===== src/rtl/qrs_pkg.sv =====
// qrs_pkg: widths, result kind codes and pipeline payload types of the
// quadratic root solver; no dependencies
package qrs_pkg;

  localparam int CoefW = 16;
  localparam int RadW  = 50;
  localparam int RootW = 25;
  localparam int RemW  = 28;
  localparam int NumW  = 27;
  localparam int DivW  = 34;
  localparam int DvsW  = 17;
  localparam int DremW = 18;
  localparam int OutW  = 40;

  typedef enum logic [1:0] {
    KindTwoReal = 2'd0,
    KindDouble  = 2'd1,
    KindComplex = 2'd2,
    KindZeroA   = 2'd3
  } root_kind_e;

  typedef struct packed {
    root_kind_e              kind;
    logic signed [CoefW-1:0] a;
    logic signed [CoefW-1:0] b;
    logic [RadW-1:0]         rad;
    logic [RemW-1:0]         rem;
    logic [RootW-1:0]        root;
  } sqrt_t;

  typedef struct packed {
    root_kind_e       kind;
    logic             neg1;
    logic             neg2;
    logic [DvsW-1:0]  dvs;
    logic [DivW-1:0]  n1;
    logic [DivW-1:0]  n2;
    logic [DremW-1:0] r1;
    logic [DremW-1:0] r2;
  } div_t;

endpackage


===== src/rtl/qrs_sqrt_cell.sv =====
// qrs_sqrt_cell: one root digit of the pipelined restoring square root
// depends on qrs_pkg
module qrs_sqrt_cell (
  input  logic          clk_i,
  input  logic          rst_ni,
  input  logic          valid_i,
  input  qrs_pkg::sqrt_t data_i,
  output logic          ready_o,
  output logic          valid_o,
  output qrs_pkg::sqrt_t data_o,
  input  logic          ready_i
);

  logic                      valid_q;
  qrs_pkg::sqrt_t            data_q;
  qrs_pkg::sqrt_t            data_d;
  logic [qrs_pkg::RemW+1:0]  rp;
  logic [qrs_pkg::RemW+1:0]  trial;
  logic                      ge;

  always_comb begin
    rp     = {data_i.rem, data_i.rad[qrs_pkg::RadW-1 -: 2]};
    trial  = (qrs_pkg::RemW+2)'({data_i.root, 2'b01});
    ge     = (rp >= trial);
    data_d = data_i;
    data_d.rad = data_i.rad << 2;
    if (ge) begin
      data_d.rem  = qrs_pkg::RemW'(rp - trial);
      data_d.root = {data_i.root[qrs_pkg::RootW-2:0], 1'b1};
    end else begin
      data_d.rem  = rp[qrs_pkg::RemW-1:0];
      data_d.root = {data_i.root[qrs_pkg::RootW-2:0], 1'b0};
    end
  end

  assign ready_o = !valid_q || ready_i;
  assign valid_o = valid_q;
  assign data_o  = data_q;

  always_ff @(posedge clk_i or negedge rst_ni) begin
    if (!rst_ni) begin
      valid_q <= 1'b0;
    end else if (ready_o) begin
      valid_q <= valid_i;
    end
  end

  always_ff @(posedge clk_i) begin
    if (ready_o && valid_i) begin
      data_q <= data_d;
    end
  end

endmodule


===== config.mk =====
export PLATFORM = sky130hd
export DESIGN_NAME = qrs_sqrt_cell
export DESIGN_NICKNAME = d
export VERILOG_FILES = /design/src/rtl/qrs_pkg.sv /design/src/rtl/qrs_sqrt_cell.sv
export SDC_FILE = /design/constraint.sdc
export NUM_CORES = 1
export LEC_CHECK = 0
export ABC_AREA = 1
export BUFFER_PORTS_ARGS = -buffer_cell sky130_fd_sc_hd__buf_2
export CAP_MARGIN = 20
export CORE_ASPECT_RATIO = 1.2
export CORE_UTILIZATION = 40
export DETAILED_ROUTE_END_ITERATION = 8
export PLACE_DENSITY = 0.68
export SYNTH_ARGS = -nofsm -noshare
export SYNTH_HDL_FRONTEND = slang
export SYNTH_SLANG_ARGS = --single-unit

===== constraint.sdc =====
create_clock -name clk_i -period 8.9 [get_ports clk_i]
set_input_delay 1.335 -clock clk_i [delete_from_list [all_inputs] [get_ports clk_i]]
set_output_delay 1.335 -clock clk_i [all_outputs]
set_load 0.02 [all_outputs]

# == Word level (Yosys, flattened, before mapping) ==
# Cells that the tools add are included.
# classes
n_addsub,1
magnitude_cmp,1
muxes,1
reduce_logical,3
# ops
cell,n
$mux 53,1
$ge 30x27->1,1
$sub 28x27->28,1
$logic_and 1x1->1,1
$logic_not 1->1,1
$logic_or 1x1->1,1
# totals
register_bits,136
elab_cells,13

# == Depth between registers and ports, before layout ==
# Gate-level depths: netlist of the first run.
# depth
word_depth,3
depth_mapped,16
depth_no_buf,15

# == Worst setup path after synthesis of the first run ==
# No wires, ideal clock.
# synth_path
path_type,input port to flip-flop
startpoint,input valid_i
endpoint,"register data_q, in the netlist data_o[0] (enable)"
setup_time_ns,0.674
t_arrival_ns,7.874
setup_slack_ns,0.352
stages,2
n_path_buf,0
path_cell_list,inv_1 > a21oi_1
# synth_via
elab_chain_cells,1
# synth_lines
item,line,text
from (decl),qrs_sqrt_cell.sv:6,"input logic valid_i,"
$logic_and 1x1->1,qrs_sqrt_cell.sv:49,if (ready_o && valid_i) begin
to (signal assigned),qrs_sqrt_cell.sv:50,data_q <= data_d;
to (decl),qrs_sqrt_cell.sv:15,qrs_pkg::sqrt_t data_q;
# No other way between the ends.
# A chain may end at the register's enable or synchronous reset.

==> impl_metrics.yaml, run 1 <==
grt:
  grt_pass1_wl_um: 28900
  antenna_found_initial: 7
  grt_pass1_vias: 5328
  overflow: 0
  grt_start_max_net_pins: 77
  grt_util_all_layers_pct: 22.8
clock_tree:
  clk_latency_ns: 0.42
  cts_buffers: 17
  hold_buffers: 0
  cts.sinks: 136
  ctsResizeCount: 0
  cts_root_buf: "clkbuf_16"
  postCtsSetupBuffers: 0
  clk_pin_slew_ns: 0.06
  cts_tree: "done"
  cts_max_level: 4
  cts_buffer_depth: 2
routing:
  post-route-drc-count: 0
  first_pass_iters: 4
  first_iter_violations: 291
  routedWlPerCell_um: 16.1
  ant_nets: 0
  viasPerCell: 4.52
  vias: 5525
  drt_wl_total_um: 19700
critical_path:
  cp_cell_sequence: "buf_2, inv_1, ha_1, nand2_2, nor2_4, nand2_1, nand2_2, inv_2, nand2_2, nand2_2, nand2_4, inv_2, nand2_1, nand2_1"
  rr_worst_depth: 3
  critPathLaunchType: "input pin"
  cp_slowest_cell: "ha_1"
  crit_buf_inv: 4
  crit_top_cell: "nand2_2"
  cp_top_family: "simple AND/OR/NAND/NOR gates"
  path_depth: 14
  crit_fanout: 30
  worstPathRequired_ns: 9.06
  cp-end-kind: "flop"
  cpPeakStageDelay_ns: 0.37
  worstSetupPathType: "input pin to flop"
  arrival_ns: 3.44
power:
  worst_ir_drop_vdd_uv: 124
  power.density_nw_per_um2: 205
  leakagePower_uw: 0.00459
sta:
  max_slew_margin_pct: 32.3
  timing.fmax_mhz: 305
  finalClockSkew_ns: 0.00906
  fin_crit_ns: 3.28
  rsz0062_at_grt: "no"
  finalSetupTns_ns: 0
  timing.final.crit_share_pct: 36.9
  setup_viol: 0
  tightest_slew_ns: 1.02
  final_max_slew_viol_count: 0
  hold_violations: 0
cells_and_area:
  final_nets: 1162
  multi_input_area_um2: 2120
  final_cell_area_um2: 9050
  nFillCells: 1527
  fin_cells: 1223
  final-seq-area_um2: 4080
  drive_above_1_share_pct: 35.0
  area_delta_synth_final_pct: 33.0
synthesis:
  synthCells: 702
  ys.flop_type: "edfxtp_1"
  netlist_area_um2: 6800
  ys_warn_count: 0
  ys_ff_latch: 136
  ys_types: 26
  syn_area_per_cell_um2: 9.69
  synthAdderAreaFrac_pct: 4.97
  synth_compound_area_share_pct: 1.49
  synth_mux_area_share_pct: 0
  synth-simple-area-share_pct: 22.6
  synth_edf_count: 135
  synth_top_family_by_area: "simple AND/OR/NAND/NOR gates"
  yosysSeqAreaShare_pct: 60.0
  synth_xor_area_share_pct: 1.93
  async_reset_ff_share_pct: 0.735
placement:
  gp_congestion: 0.942
  dp_hpwl_um: 15400
  dpl_cell_area_um2: 8400
  io_buffers: 277
  dp_cells: 1187
floorplanning:
  die-area_um2: 17500
  floorplan.rows: 51
  ios: 280
  die_y_um: 145
  start_util_pct: 41.5
  fp.dieW_um: 121
  core_um2: 16400
flow_run:
  drv_cap: 0
hold_path:
  whs_path_depth: 2
  min_path_type: "flop to flop"
status:
  status: "complete, no violations"
registers in the layout (all words and copies together), names as in the netlist:
name / count
data_o: 135
valid_o: 1
routing by layer:
metal / global-route usage [%] / wire length, um / up-vias / part of all wire, %
met1: 23.8 / 7240 / 2468 / 37
met2: 41.3 / 10200 / 210 / 52
met5: 0 / 36 / - / 0.18
met3: 8.74 / 1880 / 30 / 9.5
li1: - / - / 2811 / -
met4: 8.32 / 350 / 6 / 1.8
final timing paths:
kind / start / end / slack (ns)
worst min-delay path: valid_o$_DFFE_PN0N_ / valid_o$_DFFE_PN0N_ / 0.61
worst max register to register: valid_o$_DFFE_PN0N_ / data_o[38]$_DFFE_PP_ / 6.35
min in group asynchronous: rst_ni / valid_o$_DFFE_PN0N_ / 0.68
max in group asynchronous: rst_ni / valid_o$_DFFE_PN0N_ / 8.14
worst min register to register: valid_o$_DFFE_PN0N_ / valid_o$_DFFE_PN0N_ / 0.61
worst max-delay path: data_i[11] / data_o[38]$_DFFE_PP_ / 5.62
where the power goes:
group,total (uW),switching [uW],internal (uW)
registers,772,11.3,760
logic,319,212,108
clock network,768,290,477
total,1860,513,1350
cell type report:
| type | count | share of cell area, % |
|---|---|---|
| Antenna cell | 4 | 0.111 |
| Clock buffer | 18 | 4.74 |
| Clock inverter | 14 | 2.31 |
| Inverter | 141 | 5.85 |
| Multi-Input combinational cell | 419 | 23.5 |
| Sequential cell | 136 | 45.1 |
| Tap cell | 212 | 2.93 |
| Timing Repair Buffer | 279 | 15.5 |
tightest hold or removal path, cell delays in order (launching register included):
cell and delay [ns]:
dfrtp_1 0.42, nand2_1 0.10, nand2_1 0.06
cells by family after synthesis:
| logic type | count (synthesis) |
|---|---|
| and+or+nand+nor | 356 |
| buffers and inverters | 148 |
| DFF | 136 |
| adders and majority gates | 27 |
| AOI/OAI and AO/OA | 19 |
| xor gates and xnor gates | 15 |
| other | 1 |
Yosys cell counts, drive strengths merged (2+ instances only):
cell type    n  share of area (%)
a21oi       15                1.2
and2         2               0.18
buf          7                1.3
edfxtp     135                 60
ha          27                5.0
inv        141                7.8
nand2      271                 16
nand3       36                2.8
nand3b       4               0.44
nand4        5               0.46
nor2        38                2.8
o21ai        3               0.22
xor2        14                1.8
cell usage in the layout (no fill, tap or decap), types with 4 or more instances in the layout:
master / n
nand2_2: 22
nor2_2: 4
bufinv_16: 4
nor2_1: 29
inv_2: 6
nor2_4: 5
inv_6: 6
inv_1: 135
diode_2: 4
xor2_1: 14
nand2_1: 248
nand3b_1: 4
edfxtp_1: 135
ha_1: 27
buf_2: 277
clkbuf_16: 17
nand4_1: 5
nand3_1: 34
a21oi_1: 13
per-stage QoR:
stage               utilization (%)  worst slack (ns)  hold slack (ns)  power (uW)
global route                   55.1              5.31            0.647        1940
floorplan                         -             0.352            0.768         997
CTS                            55.1              5.60            0.600        1880
detailed placement             51.2              5.17            0.579        1110
global placement               51.2              5.18            0.564        1100
finish                         55.2              5.62            0.607        1860
Note: power is estimated with default switching activity, not from simulation.
==> run 2: changes to the inputs <==
--- a/config.mk
+++ b/config.mk
@@ -11,7 +11,7 @@
 export CORE_ASPECT_RATIO = 1.2
 export CORE_UTILIZATION = 40
 export DETAILED_ROUTE_END_ITERATION = 8
-export PLACE_DENSITY = 0.68
+export PLACE_DENSITY = 0.71
 export SYNTH_ARGS = -nofsm -noshare
 export SYNTH_HDL_FRONTEND = slang
 export SYNTH_SLANG_ARGS = --single-unit
==> constraint.sdc (replaced) <==
create_clock -name clk_i -period 2.8 [get_ports clk_i]
set_input_delay 0.42 -clock clk_i [delete_from_list [all_inputs] [get_ports clk_i]]
set_output_delay 0.42 -clock clk_i [all_outputs]
set_load 0.02 [all_outputs]
==> run 2 against run 1 <==
  * Power rose to 3.1 times the previous value
  * First-iteration DRC count rose by 4.1%
  * Largest cell class unchanged
  * Sequential share of layout area fell by 0.22 points
  * Critical path depth rose by 2
  * Clock power rose to 3.0 times the previous value
  * Clock skew fell by 0.0028 ns
  * Via count fell by 1.2%
  * Largest power group unchanged
  * Highest routed layer unchanged
  * Register-to-register slack got worse by 5.1 ns
==> impl_metrics.yaml, run 2 (synthesized netlist as in run 1, its figures left out) <==
status:
  status: "complete, no violations"
critical_path:
  cp-end-kind: "flop"
  cpPeakStageDelay_ns: 0.39
  worstPathRequired_ns: 3.09
  worstSetupPathType: "input pin to flop"
  r2r_start: "valid_o$_DFFE_PN0N_"
  cp_slowest_cell: "inv_2"
  crit_buf_inv: 6
  rr_worst_depth: 2
  r2r_end: "data_o[22]$_DFFE_PP_"
  crit_fanout: 26
  arrival_ns: 2.31
  critPathLaunchType: "input pin"
  cp_top_family: "simple AND/OR/NAND/NOR gates"
  r2r_slack_ns: 1.29
  cp_cell_sequence: "buf_2, inv_1, ha_1, nand2_2, inv_2, nand2_1, nand2_1, inv_2, nand2_2, inv_2, nand2_2, nand2_2, nand2_4, inv_2, nand2_1, nand2_1"
sta:
  final_max_slew_viol_count: 0
  rsz0062_at_grt: "no"
  max_slew_margin_pct: 64.6
  tightest_slew_ns: 0.531
  setup_slack_ns: 0.780
  fin_crit_ns: 2.02
  setup_viol: 0
  finalClockSkew_ns: 0.00625
  hold_violations: 0
  timing.final.crit_share_pct: 72.1
  timing.fmax_mhz: 495
clock_tree:
  ctsResizeCount: 0
  cts.sinks: 136
  cts_buffer_depth: 2
  cts_buffers: 17
  clk_latency_ns: 0.41
  clk_pin_slew_ns: 0.06
  cts_tree: "done"
  cts_max_level: 4
  cts_root_buf: "clkbuf_16"
grt:
  antenna_found_initial: 4
  overflow: 0
  grt_start_max_net_pins: 93
  grt_pass1_vias: 5251
  grt_pass1_wl_um: 28200
  grt_util_all_layers_pct: 22.2
routing:
  viasPerCell: 4.46
  first_iter_violations: 303
  first_pass_iters: 4
  routedWlPerCell_um: 15.9
  vias: 5459
  drt_wl_total_um: 19400
  post-route-drc-count: 0
  ant_nets: 0
power:
  worst_ir_drop_vdd_uv: 392
  leakagePower_uw: 0.00461
  power.density_nw_per_um2: 639
floorplanning:
  core_um2: 16400
  die-area_um2: 17500
  start_util_pct: 41.5
  ios: 280
  fp.dieW_um: 121
  floorplan.rows: 51
  die_y_um: 145
hold_path:
  min_to: "data_o[93]$_DFFE_PP_"
  whs_path_depth: 1
  min_from: "data_i[91]"
  min_path_type: "input pin to flop"
cells_and_area:
  largest_reg_flops: 135
  final_cell_area_um2: 9090
  nFillCells: 1487
  fin_cells: 1225
  final_nets: 1167
  drive_above_1_share_pct: 35.4
  layout_commonest_cell: "buf_2"
  layout_common_cells: "277 x buf_2, 248 x nand2_1, 135 x edfxtp_1"
  area_delta_synth_final_pct: 33.7
placement:
  io_buffers: 277
  dp_hpwl_um: 15500
  dp_cells: 1191
  dpl_cell_area_um2: 8470
  gp_congestion: 0.951
  place_ws_ns: 0.342
flow_run:
  drv_cap: 0
-- run 2: power by group --
group	total, uW	internal (uW)	switching [uW]
registers	2450	2420	34.2
clock network	2330	1440	893
logic	1030	355	671
-- run 2: worst max-delay path by stage --
stage                     slack, ns  cells past startpoint                   end       start
after floorplan               -0.36                      2   data_o[0]$_DFFE_PP_     ready_i
after global placement         0.37                     16  data_o[47]$_DFFE_PP_  data_i[10]
after detailed placement       0.34                     16  data_o[38]$_DFFE_PP_  data_i[10]
after CTS                      0.75                     16  data_o[41]$_DFFE_PP_  data_i[10]
after global routing           0.52                     16  data_o[48]$_DFFE_PP_  data_i[10]
final                          0.78                     16  data_o[41]$_DFFE_PP_  data_i[11]
-- run 2: final cells by class --
class,instances,area (um2),area share (%)
diodes,1,2.50,0.0275
clock buffers,19,443,4.87
clock inverters,13,171,1.88
inverters,141,542,5.96
multi-input cells,419,2120,23.3
flip-flops and latches,136,4080,44.9
well taps,212,265,2.92
repair buffers,284,1470,16.1
-- run 2: through the flow --
step | TNS [ns] | power, uW | hold WS, ns | util, %
6_report | 0 | 5810 | 0.172 | 55.5
5_1_grt | 0 | 6050 | 0.159 | 55.5
4_1_cts | 0 | 5870 | 0.156 | 55.4
3_5_place_dp | 0 | 3520 | 0.196 | 51.6
3_3_place_gp | 0 | 3510 | 0.196 | 51.6
2_1_floorplan | -48.22 | 3150 | 0.124 | -
-- run 2: timing repair --
item,CTS,global route
hold endpoints to repair,1,0
buffers inserted,0,0
setup endpoints to repair,0,0
hold buffers,1,0
-- run 2: metal layers --
| metal | wire, um | track usage [%] | part of all wire (%) | up-vias |
|---|---|---|---|---|
| met1 | 7190 | 24.1 | 37 | 2402 |
| met4 | 449 | 9.55 | 2.3 | 6 |
| met2 | 10000 | 39.4 | 51 | 205 |
| met5 | 36 | 0 | 0.19 | - |
| met3 | 1760 | 7.21 | 9.0 | 31 |
| li1 | - | - | - | 2815 |
-- run 2: worst register-to-register path, stage by stage (launching register included) --
cell and delay [ns]:
dfrtp_2 0.43, a21oi_4 0.23, buf_12 0.42
==> run 3: changes to the inputs <==
==> constraint.sdc (replaced) <==
create_clock -name clk_i -period 1.6 [get_ports clk_i]
set_input_delay 0.24 -clock clk_i [delete_from_list [all_inputs] [get_ports clk_i]]
set_output_delay 0.24 -clock clk_i [all_outputs]
set_load 0.02 [all_outputs]
==> run 3 against run 2 <==
  * Die area stayed put
  * Critical path type unchanged
  * Power is 82% higher
  * Routed wire length is 15% higher
==> impl_metrics.yaml, run 3 (synthesized netlist as in run 1, its figures left out) <==
status:
  status: "complete, no violations"
critical_path:
  worstSetupPathType: "input pin to flop"
  crit_fanout: 3
  worstPathRequired_ns: 1.78
  r2r_slack_ns: 0.15
  crit_buf_inv: 3
  cp_slowest_cell: "ha_4"
  cp-end-kind: "flop"
  arrival_ns: 1.71
  endpoint: "data_o[48]$_DFFE_PP_"
  r2r_end: "data_o[120]$_DFFE_PP_"
  rr_worst_depth: 2
  path_depth: 13
  critPathLaunchType: "input pin"
  cp_top_family: "simple AND/OR/NAND/NOR gates"
  r2r_start: "valid_o$_DFFE_PN0N_"
  crit_top_cell: "nand2_1"
  startpoint: "data_i[13]"
  cp_cell_sequence: "buf_2, inv_4, ha_4, buf_4, nand2_1, nor2_2, nand2_1, nor2_1, nand2_1, nand3_1, nand2_1, nand3_1, nand2_1"
  cpPeakStageDelay_ns: 0.28
routing:
  first_iter_violations: 345
  first_pass_iters: 4
  post-route-drc-count: 0
  routedWlPerCell_um: 16.2
  viasPerCell: 4.48
  ant_nets: 0
  drt_wl_total_um: 22400
  vias: 6172
clock_tree:
  cts_buffer_depth: 2
  clk_latency_ns: 0.43
  cts_root_buf: "clkbuf_16"
  cts_tree: "done"
  cts.sinks: 136
  cts_buffers: 17
  cts_max_level: 4
  clk_pin_slew_ns: 0.06
sta:
  hold_violations: 0
  setup_viol: 0
  timing.fmax_mhz: 653
  fin_crit_ns: 1.53
  final_max_slew_viol_count: 0
  finalClockSkew_ns: 0.0133
  finalHoldWorstSlack_ns: 0.00876
  timing.final.crit_share_pct: 95.7
grt:
  grt_start_max_net_pins: 68
  grt_util_all_layers_pct: 25.2
  gr-usage-met3_pct: 6.86
  grt_pass1_vias: 6128
  busiest_layer: "met2"
  antenna_found_initial: 3
  grt_pass1_wl_um: 32100
  grt_use_met1_pct: 27.3
  overflow: 0
  met2_usage_pct: 45.4
placement:
  dp_hpwl_um: 16200
  io_buffers: 277
  dp_cells: 1259
  gp_congestion: 0.916
floorplanning:
  core_um2: 16400
  die-area_um2: 17500
  fp.dieW_um: 121
  start_util_pct: 41.5
  ios: 280
  die_y_um: 145
  floorplan.rows: 51
flow_run:
  drv_cap: 0
power:
  power_uw: 10500
  power.density_nw_per_um2: 955
  leakagePower_uw: 0.00539
  worst_ir_drop_vdd_uv: 567
hold_path:
  min_path_type: "input pin to flop"
cells_and_area:
  final_nets: 1320
  nFillCells: 1264
  fin_cells: 1379
  area_delta_synth_final_pct: 62.3
  layout_common_cells: "276 x buf_2, 233 x nand2_1, 135 x edfxtp_1"
  final-seq-area_um2: 4080
  layout_commonest_cell: "buf_2"
  post-route-util_pct: 67.3
  multi_input_area_um2: 2650
  drive_above_1_share_pct: 44.3
  largest_reg_flops: 135
run 3: cell types whose count changed in the layout (fill, tap and decap cells not counted), sizes merged:
cell / change
buf: +67
bufinv: -3
clkbuf: +2
clkinv: -3
clkinvlp: +1
diode: +1
dlygate4sd3: +83
inv: +6
run 3: worst register-to-register path: stages, from the launching register on:
cell	delay, ns
dfrtp_2	0.43
a21oi_4	0.29
buf_12	0.37
run 3: worst min path at each step:
stage / startpoint / end / cells past startpoint
after global routing: data_i[119] / data_o[119]$_DFFE_PP_ / 1
after floorplan: rst_ni / valid_o$_DFFE_PN0N_ / 0
after detailed placement: rst_ni / valid_o$_DFFE_PN0N_ / 1
final: data_i[73] / data_o[75]$_DFFE_PP_ / 1
after global placement: rst_ni / valid_o$_DFFE_PN0N_ / 1
after CTS: data_i[73] / data_o[75]$_DFFE_PP_ / 1
run 3: area by class of cell:
class,count,share of cell area [%]
Multi-Input combinational cell,419,24.0
Antenna cell,2,0.0453
Clock inverter,14,1.18
Clock buffer,18,3.98
Tap cell,212,2.40
Sequential cell,136,37.0
Inverter,141,5.20
Timing Repair Buffer,437,26.2
run 3: timing repair:
| action | in CTS | in global routing |
|---|---|---|
| gates resized for setup | 2 | 44 |
| cloned | 0 | 2 |
| pin swaps | 0 | 7 |
| hold buffers | 83 | 1 |
| endpoints found under the setup margin | 3 | 28 |
| setup buffers | 0 | 0 |
| hold endpoints to repair | 83 | 1 |
run 3: where the power goes:
part / switching (uW) / total [uW] / internal, uW
Clock: 1720 / 3810 / 2090
Sequential: 58.5 / 4280 / 4220
Combinational: 1390 / 2450 / 1060
run 3: metal layers:
layer	part of all wire, %	wire length, um
met1	38	8570
met2	51	11300
met3	7.1	1580
met4	3.9	866
met5	0.067	15
run 3: per-stage QoR:
stage	setup slack [ns]	TNS [ns]	area, um2
final	0.0691	0	11000
after global routing	-0.0234	-0.0375	11000
after CTS	0.0211	0	10800
after detailed placement	-0.471	-12.08	9420
after global placement	-0.465	-12.10	9420
after floorplan	-1.55	-210.52	7260
