==> config.mk <==
export PLATFORM = sky130hd
export DESIGN_NAME = qrs_div_cell
export DESIGN_NICKNAME = d
export VERILOG_FILES = /design/src/rtl/qrs_pkg.sv /design/src/rtl/qrs_div_cell.sv
export SDC_FILE = /design/constraint.sdc
export NUM_CORES = 1
export LEC_CHECK = 0
export BUFFER_PORTS_ARGS = -buffer_cell sky130_fd_sc_hd__buf_2
export CAP_MARGIN = 30
export CORE_MARGIN = 3
export CORE_UTILIZATION = 52
export DETAILED_ROUTE_END_ITERATION = 8
export PLACE_DENSITY = 0.86
export SLEW_MARGIN = 20
export SYNTH_ARGS = -nofsm -noshare
export SYNTH_HDL_FRONTEND = slang
export SYNTH_SLANG_ARGS = --single-unit
export TNS_END_PERCENT = 20
==> constraint.sdc <==
create_clock -name clk_i -period 5.7 [get_ports clk_i]
set_input_delay 0.855 -clock clk_i [delete_from_list [all_inputs] [get_ports clk_i]]
set_output_delay 0.855 -clock clk_i [all_outputs]
set_load 0.01 [all_outputs]
==> src/rtl/qrs_pkg.sv <==
// qrs_pkg: widths, result kind codes and pipeline payload types of the
// quadratic root solver; no dependencies
package qrs_pkg;

  localparam int CoefW = 16;
  localparam int RadW  = 50;
  localparam int RootW = 25;
  localparam int RemW  = 28;
  localparam int NumW  = 27;
  localparam int DivW  = 34;
  localparam int DvsW  = 17;
  localparam int DremW = 18;
  localparam int OutW  = 40;

  typedef enum logic [1:0] {
    KindTwoReal = 2'd0,
    KindDouble  = 2'd1,
    KindComplex = 2'd2,
    KindZeroA   = 2'd3
  } root_kind_e;

  typedef struct packed {
    root_kind_e              kind;
    logic signed [CoefW-1:0] a;
    logic signed [CoefW-1:0] b;
    logic [RadW-1:0]         rad;
    logic [RemW-1:0]         rem;
    logic [RootW-1:0]        root;
  } sqrt_t;

  typedef struct packed {
    root_kind_e       kind;
    logic             neg1;
    logic             neg2;
    logic [DvsW-1:0]  dvs;
    logic [DivW-1:0]  n1;
    logic [DivW-1:0]  n2;
    logic [DremW-1:0] r1;
    logic [DremW-1:0] r2;
  } div_t;

endpackage

==> src/rtl/qrs_div_cell.sv <==
// qrs_div_cell: one quotient bit of two restoring dividers sharing a divisor
// depends on qrs_pkg
module qrs_div_cell (
  input  logic         clk_i,
  input  logic         rst_ni,
  input  logic         valid_i,
  input  qrs_pkg::div_t data_i,
  output logic         ready_o,
  output logic         valid_o,
  output qrs_pkg::div_t data_o,
  input  logic         ready_i
);

  logic                      valid_q;
  qrs_pkg::div_t             data_q;
  qrs_pkg::div_t             data_d;
  logic [qrs_pkg::DremW-1:0] rp1;
  logic [qrs_pkg::DremW-1:0] rp2;
  logic [qrs_pkg::DremW-1:0] dv;
  logic                      ge1;
  logic                      ge2;

  always_comb begin
    dv     = qrs_pkg::DremW'(data_i.dvs);
    rp1    = {data_i.r1[qrs_pkg::DremW-2:0], data_i.n1[qrs_pkg::DivW-1]};
    rp2    = {data_i.r2[qrs_pkg::DremW-2:0], data_i.n2[qrs_pkg::DivW-1]};
    ge1    = (rp1 >= dv);
    ge2    = (rp2 >= dv);
    data_d = data_i;
    data_d.r1 = ge1 ? rp1 - dv : rp1;
    data_d.r2 = ge2 ? rp2 - dv : rp2;
    data_d.n1 = {data_i.n1[qrs_pkg::DivW-2:0], ge1};
    data_d.n2 = {data_i.n2[qrs_pkg::DivW-2:0], ge2};
  end

  assign ready_o = !valid_q || ready_i;
  assign valid_o = valid_q;
  assign data_o  = data_q;

  always_ff @(posedge clk_i or negedge rst_ni) begin
    if (!rst_ni) begin
      valid_q <= 1'b0;
    end else if (ready_o) begin
      valid_q <= valid_i;
    end
  end

  always_ff @(posedge clk_i) begin
    if (ready_o && valid_i) begin
      data_q <= data_d;
    end
  end

endmodule

======== Word level (Yosys, flattened, before mapping) ========
Cells that the tools add are included.
word-level totals
  bits in registers ....................... 126
  latch bits .............................. 0
  memory bits (writable) .................. 0
  bits in read-only memories .............. 0
  input bits .............................. 129
  output and inout port bits .............. 127
  word-level logic and storage cells ...... 18
  memories ................................ 0
operators by class
  $add $sub $neg .......................... 2
  $mul .................................... 0
  div/mod/pow operators ................... 0
  order comparisons ....................... 2
  eq/ne operators ......................... 0
  shift operators ......................... 0
  muxes and demuxes ....................... 2
  bitwise logic cells ..................... 0
  reduce and logical (&&, ||, !) cells .... 3
operator list
  operator                                      count
  greater-or-equal comparator 18 x 17 -> 1 bit  2
  2-to-1 mux 18 bit                             2
  subtractor 18 x 17 -> 18 bit                  2
  logical AND 1 bit                             1
  logical NOT 1 bit                             1
  logical OR 1 bit                              1

======== Depth between registers and ports, before layout ========
Gate-level depths: netlist of run 1.
  depth in word-level cells ............... 3
  mapped depth ............................ 11
  depth with buffers taken out ............ 10

======== Worst setup path before layout of run 1 ========
OpenSTA, ideal clock, no wires.
  kind .................................... input to register
  from .................................... input port ready_i
  to ...................................... register data_q, in the netlist data_o[0], enable pin
  library setup time ...................... 0.499 ns
  arrival time ............................ 3.948 ns
  data required time ...................... 5.201 ns
  path slack .............................. 1.253 ns
  cell stages on the path ................. 2
  buffers on the path ..................... 0
  path through ............................ nand2b_1 > and2_1
on the way
  word-level cells in the longest chain between the ends .. 2
ends and longest elaborated chain
  element                 RTL line            source
  start: declaration      qrs_div_cell.sv:11  input logic ready_i
  logical OR 1 bit        qrs_div_cell.sv:36  assign ready_o = !valid_q || ready_i;
  logical AND 1 bit       qrs_div_cell.sv:49  if (ready_o && valid_i) begin
  end signal: assignment  qrs_div_cell.sv:50  data_q <= data_d;
  end: declaration        qrs_div_cell.sv:15  qrs_pkg::div_t data_q;
No other way between the ends.
A chain may end at the register's enable or synchronous reset.

==> results of run 1 <==
==> cells by family (layout without fill, tap and decap cells) <==
family | after synthesis | after routing
flip-flops | 126 | 126
AO/OA/AOI/OAI | 122 | 122
adder cells (fa/ha/maj) | 36 | 36
buffers and inverters | 41 | 321
multiplexers | 16 | 16
AND/OR/NAND/NOR | 96 | 96
XOR/XNOR | 23 | 23
==> metal layers <==
layer,vias to the layer above,global-route usage (%)
li1,2306,-
met5,-,0
met4,0,10.1
met3,47,8.67
met2,284,46.1
met1,2360,28.1
==> power by group through the flow <==
| stage | Combinational, mW | Sequential [mW] | Clock, mW |
|---|---|---|---|
| 6_report | 0.493 | 1.13 | 1.07 |
| 5_1_grt | 0.536 | 1.13 | 1.13 |
| 4_1_cts | 0.489 | 1.13 | 1.09 |
| 3_5_place_dp | 0.483 | 1.14 | 0 |
| 3_3_place_gp | 0.466 | 1.14 | 0 |
| 2_1_floorplan | 0.268 | 1.19 | 0 |
==> synthesized netlist by cell type (all sizes together) (7+ instances only) <==
| cell type | n | area (um^2) |
|---|---|---|
| a21oi | 42 | 210 |
| edfxtp | 125 | 3750 |
| a31oi | 9 | 56.3 |
| xnor2 | 11 | 96.3 |
| nand3 | 9 | 45.0 |
| a21o | 8 | 60.1 |
| nand2 | 19 | 71.3 |
| o21a | 9 | 67.6 |
| o21ai | 17 | 85.1 |
| xor2 | 12 | 105 |
| mux2 | 14 | 169 |
| inv | 32 | 120 |
| buf | 7 | 52.5 |
| nor2 | 36 | 138 |
| ha | 34 | 425 |
==> per-stage QoR <==
stage | cells | setup slack, ns | total power, mW | util [%] | hold WS [ns]
finish | 883 | 2.50 | 2.69 | 71.2 | 0.211
global route | 883 | 2.38 | 2.80 | 71.2 | 0.186
CTS | 883 | 2.53 | 2.71 | 71.2 | 0.193
detailed placement | 851 | 2.14 | 1.63 | 66.1 | 0.538
global placement | 850 | 2.20 | 1.61 | 65.8 | 0.504
floorplan | 460 | 1.25 | 1.45 | - | 0.559
==> registers in the layout, summed over array words and instances (netlist names) <==
name     flops
valid_o      1
data_o     125
==> cell type report <==
cell class | count | share of cell area (%)
clock buffer | 21 | 5.64
clock inverter | 11 | 1.62
inverter | 32 | 1.47
multi-input combinational | 293 | 26.7
sequential | 126 | 46.3
tap | 143 | 2.19
timing repair buffer | 257 | 16.1
==> critical path: stages <==
cell	delay (ns)
buf_2	0.11
inv_1	0.05
ha_1	0.16
inv_1	0.06
fa_1	0.41
a21oi_1	0.36
o2111ai_2	0.24
a2111oi_4	0.39
nor2_2	0.14
buf_4	0.24
mux2_4	0.32
==> path summary, 6_finish.rpt <==
kind                                        end  slack, ns
max in group asynchronous   valid_o$_DFFE_PN0N_       5.40
min                         valid_o$_DFFE_PN0N_       0.21
min in group clk_i          valid_o$_DFFE_PN0N_       0.57
max reg2reg                data_o[22]$_DFFE_PP_       3.92
max                        data_o[32]$_DFFE_PP_       2.50
min reg2reg                 valid_o$_DFFE_PN0N_       0.57
==> cells in the final DEF (no fill, tap or decap), types with 3 or more instances in the layout <==
cell / count
buf_2: 253
edfxtp_1: 125
a21oi_1: 42
nor2_1: 35
ha_1: 34
inv_1: 32
nand2_1: 19
o21ai_0: 17
clkbuf_16: 17
xor2_1: 12
mux2_2: 11
xnor2_1: 11
nand3_1: 9
o21a_1: 9
a31oi_1: 9
a21o_1: 8
o31ai_1: 5
o211ai_1: 5
and3_1: 4
nand4_1: 4
nand2b_1: 4
a211oi_1: 3
nand3b_1: 3
mux2_4: 3
inv_6: 3
clkinv_4: 3
buf_4: 3
==> impl_metrics.tcl, run 1 <==
set metrics [dict create \
    intPower_mw 1.99 \
    postCtsSetupBuffers 0 \
    p_sw_share_pct 26.0 \
    numCtsBuffers 17 \
    syn2layout_area_growth_pct 33.1 \
    cp_data_required_time_ns 5.86 \
    skew_ns 0.00331 \
    cp_max_fo 21 \
    syn_area_um2 6140 \
    track_usage_pct 25.8 \
    dr_total_vias 4997 \
    setup_tns_ns 0 \
    ys_seq_area_share_pct 61.6 \
    initial_core_util_pct 53.5 \
    die-height_um 115 \
    synth_edf_count 125 \
    cts_buffer_depth 2 \
    switchingPower_mw 0.697 \
    crit_type "in -> reg" \
    pin_count 256 \
    ant_nets 0 \
    io_buffers 253 \
    startpoint "data_i[103]" \
    dr.pass1.iters 5 \
    wl_met1_mm 6.09 \
    grt_pass1_wl_mm 25.4 \
    synth_compound_area_share_pct 13.9 \
    synthMuxAreaShare_pct 3.08 \
    grt_max_degree 65 \
    num_antenna_cells 0 \
    power_density_nw_per_um2 329 \
    placed_cell_area_um2 7580 \
    syn_area_per_cell_um2 13.3 \
    slew_headroom_pct 63.8 \
    routedWlPerCell_um 19.6 \
    p_leak_nw 3.58 \
    synth-simple-area-share_pct 7.68 \
    synthAdderAreaFrac_pct 7.58 \
    ys_warn_count 0 \
    cts_tree "built" \
    synthArstFlopShare_pct 0.794 \
    power_frac_seq_pct 41.9 \
    min_path_type "in -> async" \
    status "completed" \
    grt-ovfl-total 0 \
    endpoint_kind "flip-flop" \
    clkSinkCount 126 \
    reg2reg_depth 3 \
    pwr-share-clk_pct 39.7 \
    path_clk_slew_ns 0.06 \
    wl_met3_mm 1.65 \
    ys_seq_elements 126 \
    rsz0062_at_grt "false" \
    nNetsFinal 892 \
    synthDistinctLibCells 59 \
    wl_mm 17.3 \
    synth_xor_area_share_pct 3.28 \
    top_layer "met4" \
    cts-root-buf "clkbuf_16" \
    pwr-share-comb_pct 18.3 \
    drtIter0Drc 457 \
    dp_hpwl_mm 13.1 \
    max_freq_mhz 312 \
    slew_violations 0 \
    drc_errors 0 \
    final_area_um2 8170 \
    multi_input_area_um2 2180 \
    antenna_found_initial 0 \
    drive_gt1_share_pct 42.3 \
    met2WireLength_mm 9.04 \
    die_w_um 115 \
    cap_violations 0 \
    hold_viol_final 0 \
    dieArea_um2 13100 \
    clkLatencyLatePin_ns 0.41 \
    h-tree-depth 4 \
    vias_per_cell 5.66 \
    postCtsHoldBufs 0 \
    setup_violations 0 \
    regArea_um2 3780 \
    synth_top_family_by_area "compound AO/OA/AOI/OAI gates" \
    nFillCells 752 \
    core_um2 11500 \
    dominantRegCellSynth "edfxtp_1" \
    crit_path_start_kind "primary input" \
    postSynthCellCount 460 \
    grt_pass1_vias 4834 \
    syn_nets 625 \
    num_rows 39 \
    post-route-period-util_pct 56.2 \
    ir_drop_uv 300 \
    cp.arrival_ns 3.36 \
    r2r_start "valid_o$_DFFE_PN0N_" \
    cts_resized 0 \
    gp_congestion 0.866 \
    tightest_slew_ns 0.529 \
    fin_crit_ns 3.20 \
]
Note: power is estimated with default switching activity, not from simulation.
==> run 2, diff against run 1 <==
--- a/config.mk
+++ b/config.mk
@@ -5,12 +5,13 @@
 export SDC_FILE = /design/constraint.sdc
 export NUM_CORES = 1
 export LEC_CHECK = 0
+export ABC_AREA = 1
 export BUFFER_PORTS_ARGS = -buffer_cell sky130_fd_sc_hd__buf_2
 export CAP_MARGIN = 30
 export CORE_MARGIN = 3
-export CORE_UTILIZATION = 52
+export CORE_UTILIZATION = 45
 export DETAILED_ROUTE_END_ITERATION = 8
-export PLACE_DENSITY = 0.86
+export PLACE_DENSITY = 0.77
 export SLEW_MARGIN = 20
 export SYNTH_ARGS = -nofsm -noshare
 export SYNTH_HDL_FRONTEND = slang
==> constraint.sdc (replaced) <==
create_clock -name clk_i -period 2.8 [get_ports clk_i]
set_input_delay 0.42 -clock clk_i [delete_from_list [all_inputs] [get_ports clk_i]]
set_output_delay 0.42 -clock clk_i [all_outputs]
set_load 0.01 [all_outputs]
==> run 2 against run 1 <==
- critical path type unchanged
- largest power group unchanged
- power grew 100%
- first-iteration DRC count decreased by 38%
- synthesized cell count up 68%
- global-route usage shrank 3.2 points
- critical path depth is 3 higher
- combinational power up 120%
- non-clock buffer count rose by 2
- clock power rose by 100%
- via count is 18% higher
- largest cell class unchanged
- sequential cell count stayed put
==> impl_metrics.tcl, run 2 <==
set metrics [dict create \
    status "completed" \
    cp_max_fo 3 \
    slew_headroom_pct 52.4 \
    clkLatencyLatePin_ns 0.41 \
    crit_path_start_kind "primary input" \
    syn2layout_area_growth_pct 31.0 \
    dp_hpwl_mm 15.8 \
    cts_buffer_depth 2 \
    ys_seq_elements 126 \
    clkSinkCount 126 \
    pin_count 256 \
    crit_top_cell "nand2_1" \
    ys_warn_count 0 \
    dr_total_vias 5875 \
    grt_pass1_vias 5445 \
    postCtsHoldBufs 1 \
    dr.pass1.iters 5 \
    synth_common_cells "324 x nand2_1, 131 x inv_1, 125 x edfxtp_1" \
    nFillCells 1299 \
    cts_resized 0 \
    num_rows 44 \
    post-route-period-util_pct 69.7 \
    initial_core_util_pct 46.7 \
    postCtsSetupBuffers 0 \
    nNetsFinal 1210 \
    synthMuxAreaShare_pct 0 \
    synth-simple-area-share_pct 26.6 \
    synth_top_family_by_area "simple AND/OR/NAND/NOR gates" \
    slowest_stage "fa_1" \
    p_total_mw 5.49 \
    min_path_cells 1 \
    power_density_nw_per_um2 605 \
    syn_area_um2 6920 \
    numCtsBuffers 17 \
    slew_violations 0 \
    drive_gt1_share_pct 32.2 \
    gp_congestion 0.896 \
    dominantRegCellSynth "edfxtp_1" \
    path_clk_slew_ns 0.06 \
    postSynthCellCount 771 \
    yosys.area.top_type "edfxtp_1" \
    cpLargestDelayFamily "simple AND/OR/NAND/NOR gates" \
    cap_violations 0 \
    worst-r2r-setup-slack_ns 1.13 \
    synth_most_common_cell "nand2_1" \
    dieArea_um2 16900 \
    track_usage_pct 22.6 \
    cts-root-buf "clkbuf_16" \
    ant_nets 0 \
    p_leak_nw 4.75 \
    hold_path_end "data_o[99]$_DFFE_PP_" \
    endpoint_kind "flip-flop" \
    synthDistinctLibCells 27 \
    vias_per_cell 4.72 \
    grt-ovfl-total 0 \
    rsz0062_at_grt "false" \
    ir_drop_uv 473 \
    cts_tree "built" \
    fin_crit_ns 1.95 \
    synthTopCellsByArea "edfxtp_1 54%, nand2_1 18%, inv_1 7.1%, ha_1 6.1%, nand3_1 2.4%" \
    critical_path_buf_inv_count 2 \
    io_buffers 253 \
    setup_tns_ns 0 \
    r2r_start "valid_o$_DFFE_PN0N_" \
    critical-path-max-stage-delay_ns 0.43 \
    largest_register_ffs 125 \
    yosysTopAreaCellShare_pct 54.2 \
    hold_viol_final 0 \
    grt_pass1_wl_mm 28.6 \
    die_w_um 130 \
    r2r_end "data_o[6]$_DFFE_PP_" \
    crit_type "in -> reg" \
    synth_edf_count 125 \
    antenna_found_initial 1 \
    drtIter0Drc 282 \
    drc_errors 0 \
    final_common_cell "nand2_1" \
    ys_seq_area_share_pct 54.6 \
    die-height_um 130 \
    grt_max_degree 34 \
    synthArstFlopShare_pct 0.794 \
    skew_ns 0.00606 \
    synthAdderAreaFrac_pct 6.73 \
    syn_nets 936 \
    core_um2 14800 \
    synth_xor_area_share_pct 1.77 \
    max_freq_mhz 512 \
    min_path_type "in -> reg" \
    final_cell_mix "324 x nand2_1, 253 x buf_2, 131 x inv_1, 125 x edfxtp_1, 34 x ha_1" \
    cp_data_required_time_ns 2.97 \
    setup_violations 0 \
    syn_area_per_cell_um2 8.98 \
    cp_cell_sequence "buf_2 -> ha_1 -> inv_1 -> fa_1 -> nand2_1 -> nand3_1 -> nand3_1 -> nand2_1 -> nand2_1 -> nand2_1 -> nand2_1 -> nand2_1 -> nand2_1 -> nand2_1" \
    reg2reg_depth 2 \
    synth_compound_area_share_pct 1.95 \
    h-tree-depth 4 \
    wl_mm 19.5 \
    tightest_slew_ns 0.712 \
    routedWlPerCell_um 15.7 \
    cp.arrival_ns 2.13 \
    hp-start "data_i[98]" \
]
==> run 2: cell count changes after synthesis, moves of 9 or more <==
cell,before,now
nand2_1,19,324
a31oi_1,9,0
nand2_2,0,19
o21ai_0,17,0
o21a_1,9,0
a21oi_1,42,17
nand3_1,9,33
mux2_2,11,0
inv_1,32,131
==> run 2: final cells by class <==
type,count,area [um^2],share of cell area (%)
Multi-Input combinational cell,500,2580,28.5
Timing Repair Buffer,259,1360,15.0
Antenna cell,2,5.00,0.0552
Clock buffer,17,425,4.69
Clock inverter,15,151,1.67
Sequential cell,126,3780,41.7
Inverter,141,529,5.84
Tap cell,184,230,2.54
==> run 2: worst reg2reg max path: stages (launching register included) <==
cell and delay (ns):
dfrtp_1 0.42, a21oi_4 0.60, buf_4 0.35
==> run 2: report_power, final <==
group | internal (mW) | total, mW | leakage [nW] | switching, mW
Clock | 1.25 | 2.15 | 0.285 | 0.900
Combinational | 0.395 | 1.06 | 3.26 | 0.662
Sequential | 2.25 | 2.28 | 1.20 | 0.0279
Total | 3.90 | 5.49 | 4.75 | 1.59
==> run 2: worst max path at each step <==
stage | to | cells past startpoint | start
finish | data_o[30]$_DFFE_PP_ | 14 | data_i[104]
detailed placement | data_o[30]$_DFFE_PP_ | 14 | data_i[104]
floorplan | data_o[0]$_DFFE_PP_ | 1 | valid_o$_DFFE_PN0N_
CTS | data_o[25]$_DFFE_PP_ | 12 | data_i[119]
global route | data_o[34]$_DFFE_PP_ | 14 | data_i[104]
global placement | data_o[30]$_DFFE_PP_ | 14 | data_i[104]
==> run 2: cells by family (layout without fill, tap and decap cells) <==
family,after synthesis,count (layout)
flip-flops,126,126
adder cells (fa/ha/maj),36,36
buffers and inverters,145,432
XOR/XNOR,14,14
other,0,2
AO/OA/AOI/OAI,21,21
AND/OR/NAND/NOR,429,429
==> run 2: metrics by stage <==
step,hold WS [ns],setup slack [ns],area [um^2],instances,util (%)
4_1_cts,0.159,0.875,9060,1242,61.2
2_1_floorplan,0.124,-0.200,6930,771,-
3_3_place_gp,0.195,0.456,8470,1209,57.2
5_1_grt,0.155,0.694,9060,1243,61.2
3_5_place_dp,0.196,0.429,8470,1209,57.2
6_report,0.176,0.848,9060,1244,61.2
==> run 2: routing by layer <==
| metal | track usage (%) | share of wire (%) | wire, um | vias up |
|---|---|---|---|---|
| li1 | - | - | - | 2986 |
| met1 | 27.0 | 40 | 7770 | 2610 |
| met2 | 36.9 | 47 | 9200 | 238 |
| met3 | 7.33 | 8.7 | 1700 | 41 |
| met4 | 11.2 | 4.1 | 801 | 0 |
| met5 | 0 | 0 | 0 | - |
==> run 3, diff against run 2 <==
--- a/config.mk
+++ b/config.mk
@@ -9,9 +9,9 @@
 export BUFFER_PORTS_ARGS = -buffer_cell sky130_fd_sc_hd__buf_2
 export CAP_MARGIN = 30
 export CORE_MARGIN = 3
-export CORE_UTILIZATION = 45
+export CORE_UTILIZATION = 50
 export DETAILED_ROUTE_END_ITERATION = 8
-export PLACE_DENSITY = 0.77
+export PLACE_DENSITY = 0.81
 export SLEW_MARGIN = 20
 export SYNTH_ARGS = -nofsm -noshare
 export SYNTH_HDL_FRONTEND = slang
==> constraint.sdc (replaced) <==
create_clock -name clk_i -period 1.9 [get_ports clk_i]
set_input_delay 0.285 -clock clk_i [delete_from_list [all_inputs] [get_ports clk_i]]
set_output_delay 0.285 -clock clk_i [all_outputs]
set_load 0.01 [all_outputs]
==> run 3 against run 2 <==
- register-to-register slack got worse by 0.67 ns
- power increased by 53%
- core utilization up 11 points
- sequential power is 48% higher
- cell count increased by 5.8%
- critical path type unchanged
==> impl_metrics.tcl, run 3 (synthesized netlist as in run 2, its figures left out) <==
set metrics [dict create \
    drtIter0Drc 416 \
    setup_violations 0 \
    wl_mm 21.0 \
    nFillCells 1028 \
    ir_drop_uv 579 \
    track_usage_pct 27.3 \
    core_um2 13400 \
    cts_tree "built" \
    worst-r2r-setup-slack_ns 0.46 \
    path_clk_slew_ns 0.06 \
    cp_data_required_time_ns 2.06 \
    clkLatencyLatePin_ns 0.42 \
    vias_per_cell 4.75 \
    ant_nets 0 \
    h-tree-depth 4 \
    crit_path_start_kind "primary input" \
    grt_pass1_wl_mm 30.9 \
    cts_resized 0 \
    pin_count 256 \
    fin_cells 1316 \
    hold_viol_final 0 \
    io_buffers 253 \
    grt_max_degree 82 \
    hp-start "data_i[64]" \
    cp_max_fo 8 \
    antenna_found_initial 0 \
    postCtsSetupBuffers 0 \
    cap_violations 0 \
    power_density_nw_per_um2 866 \
    rsz0062_at_grt "false" \
    cp.arrival_ns 1.90 \
    reg2reg_depth 2 \
    grt-ovfl-total 0 \
    dr.pass1.iters 5 \
    final_area_um2 9680 \
    setup_tns_ns 0 \
    r2r_start "valid_o$_DFFE_PN0N_" \
    min_path_cells 1 \
    fin_crit_ns 1.74 \
    dr_total_vias 6253 \
    placed_cells 1282 \
    largest_register_ffs 125 \
    p_leak_nw 5.13 \
    final_common_cell "nand2_1" \
    dieArea_um2 15300 \
    r2r_end "data_o[26]$_DFFE_PP_" \
    grt_pass1_vias 5994 \
    cts-root-buf "clkbuf_16" \
    post-route-util_pct 72.3 \
    drc_errors 0 \
    die-height_um 124 \
    dp_hpwl_mm 16.7 \
    skew_ns 0.00746 \
    max_freq_mhz 576 \
    post-route-period-util_pct 91.4 \
    gp_congestion 0.909 \
    min_path_type "in -> reg" \
    syn2layout_area_growth_pct 39.9 \
    crit_type "in -> reg" \
    die_w_um 124 \
    num_rows 42 \
    startpoint "data_i[110]" \
    placed_cell_area_um2 9080 \
    routedWlPerCell_um 16.0 \
    hold_path_end "data_o[65]$_DFFE_PP_" \
    initial_core_util_pct 51.6 \
    nNetsFinal 1291 \
    numCtsBuffers 17 \
    status "completed" \
    slew_violations 0 \
    postCtsHoldBufs 1 \
    final_cell_mix "324 x nand2_1, 253 x buf_2, 131 x inv_1, 125 x edfxtp_1, 81 x buf_4" \
    clkSinkCount 126 \
    hold_ws_ns 0.0408 \
    drive_gt1_share_pct 37.1 \
    cts_buffer_depth 2 \
    slew_headroom_pct 71.0 \
    endpoint_kind "flip-flop" \
    tightest_slew_ns 0.435 \
]
-- run 3: changes by cell type in the layout (fill, tap and decap cells not counted), sizes merged --
| cell | before | now |
|---|---|---|
| buf | 258 | 339 |
| bufinv | 1 | 2 |
| clkbuf | 17 | 18 |
| clkinv | 6 | 4 |
| clkinvlp | 1 | 4 |
| diode | 2 | 1 |
| inv | 148 | 145 |
-- run 3: final cells by class --
class,count,area [um^2],share of cell area (%)
Multi-Input combinational cell,500,2580,26.6
Clock inverter,14,159,1.64
Sequential cell,126,3780,39.0
Tap cell,176,220,2.27
Inverter,141,529,5.47
Timing Repair Buffer,340,1980,20.5
Clock buffer,18,429,4.43
Antenna cell,1,2.50,0.0258
-- run 3: where the power goes --
group          internal [mW]  total (mW)  leakage (nW)  switching (mW)
Sequential              3.32        3.37          1.20          0.0524
Clock                   1.96        3.23         0.276            1.27
Combinational          0.759        1.79          3.65            1.03
Total                   6.03        8.39          5.13            2.35
-- run 3: worst max-delay path by stage --
stage	endpoint	slack, ns	cells past startpoint
floorplan	data_o[0]$_DFFE_PP_	-1.05	1
global placement	data_o[16]$_DFFE_PP_	-0.20	14
detailed placement	data_o[16]$_DFFE_PP_	-0.24	14
CTS	data_o[5]$_DFFE_PP_	0.19	13
global route	data_o[28]$_DFFE_PP_	0.007	14
finish	data_o[5]$_DFFE_PP_	0.16	11
-- run 3: metal layers --
metal	vias to the layer above	global-route usage (%)	routed length, um
met4	0	9.48	553
met2	236	47.6	10500
met5	-	0	0
met3	32	8.08	1900
li1	3147	-	-
met1	2838	31.9	8090
-- run 3: stage by stage --
step,setup slack (ns),power [mW]
final,0.163,8.39
after global routing,0.00749,8.76
after CTS,0.194,8.43
after floorplan,-1.05,4.40
after global placement,-0.204,5.14
after detailed placement,-0.236,5.19
-- run 3: worst max-delay path, stage by stage --
cell and delay [ns]:
buf_2 0.11, inv_1 0.10, ha_1 0.35, nand2_1 0.10, nor2_1 0.24, nand4_2 0.21
nand3_2 0.14, nor2_4 0.06, buf_4 0.17, nand2_1 0.07, nand2_1 0.06
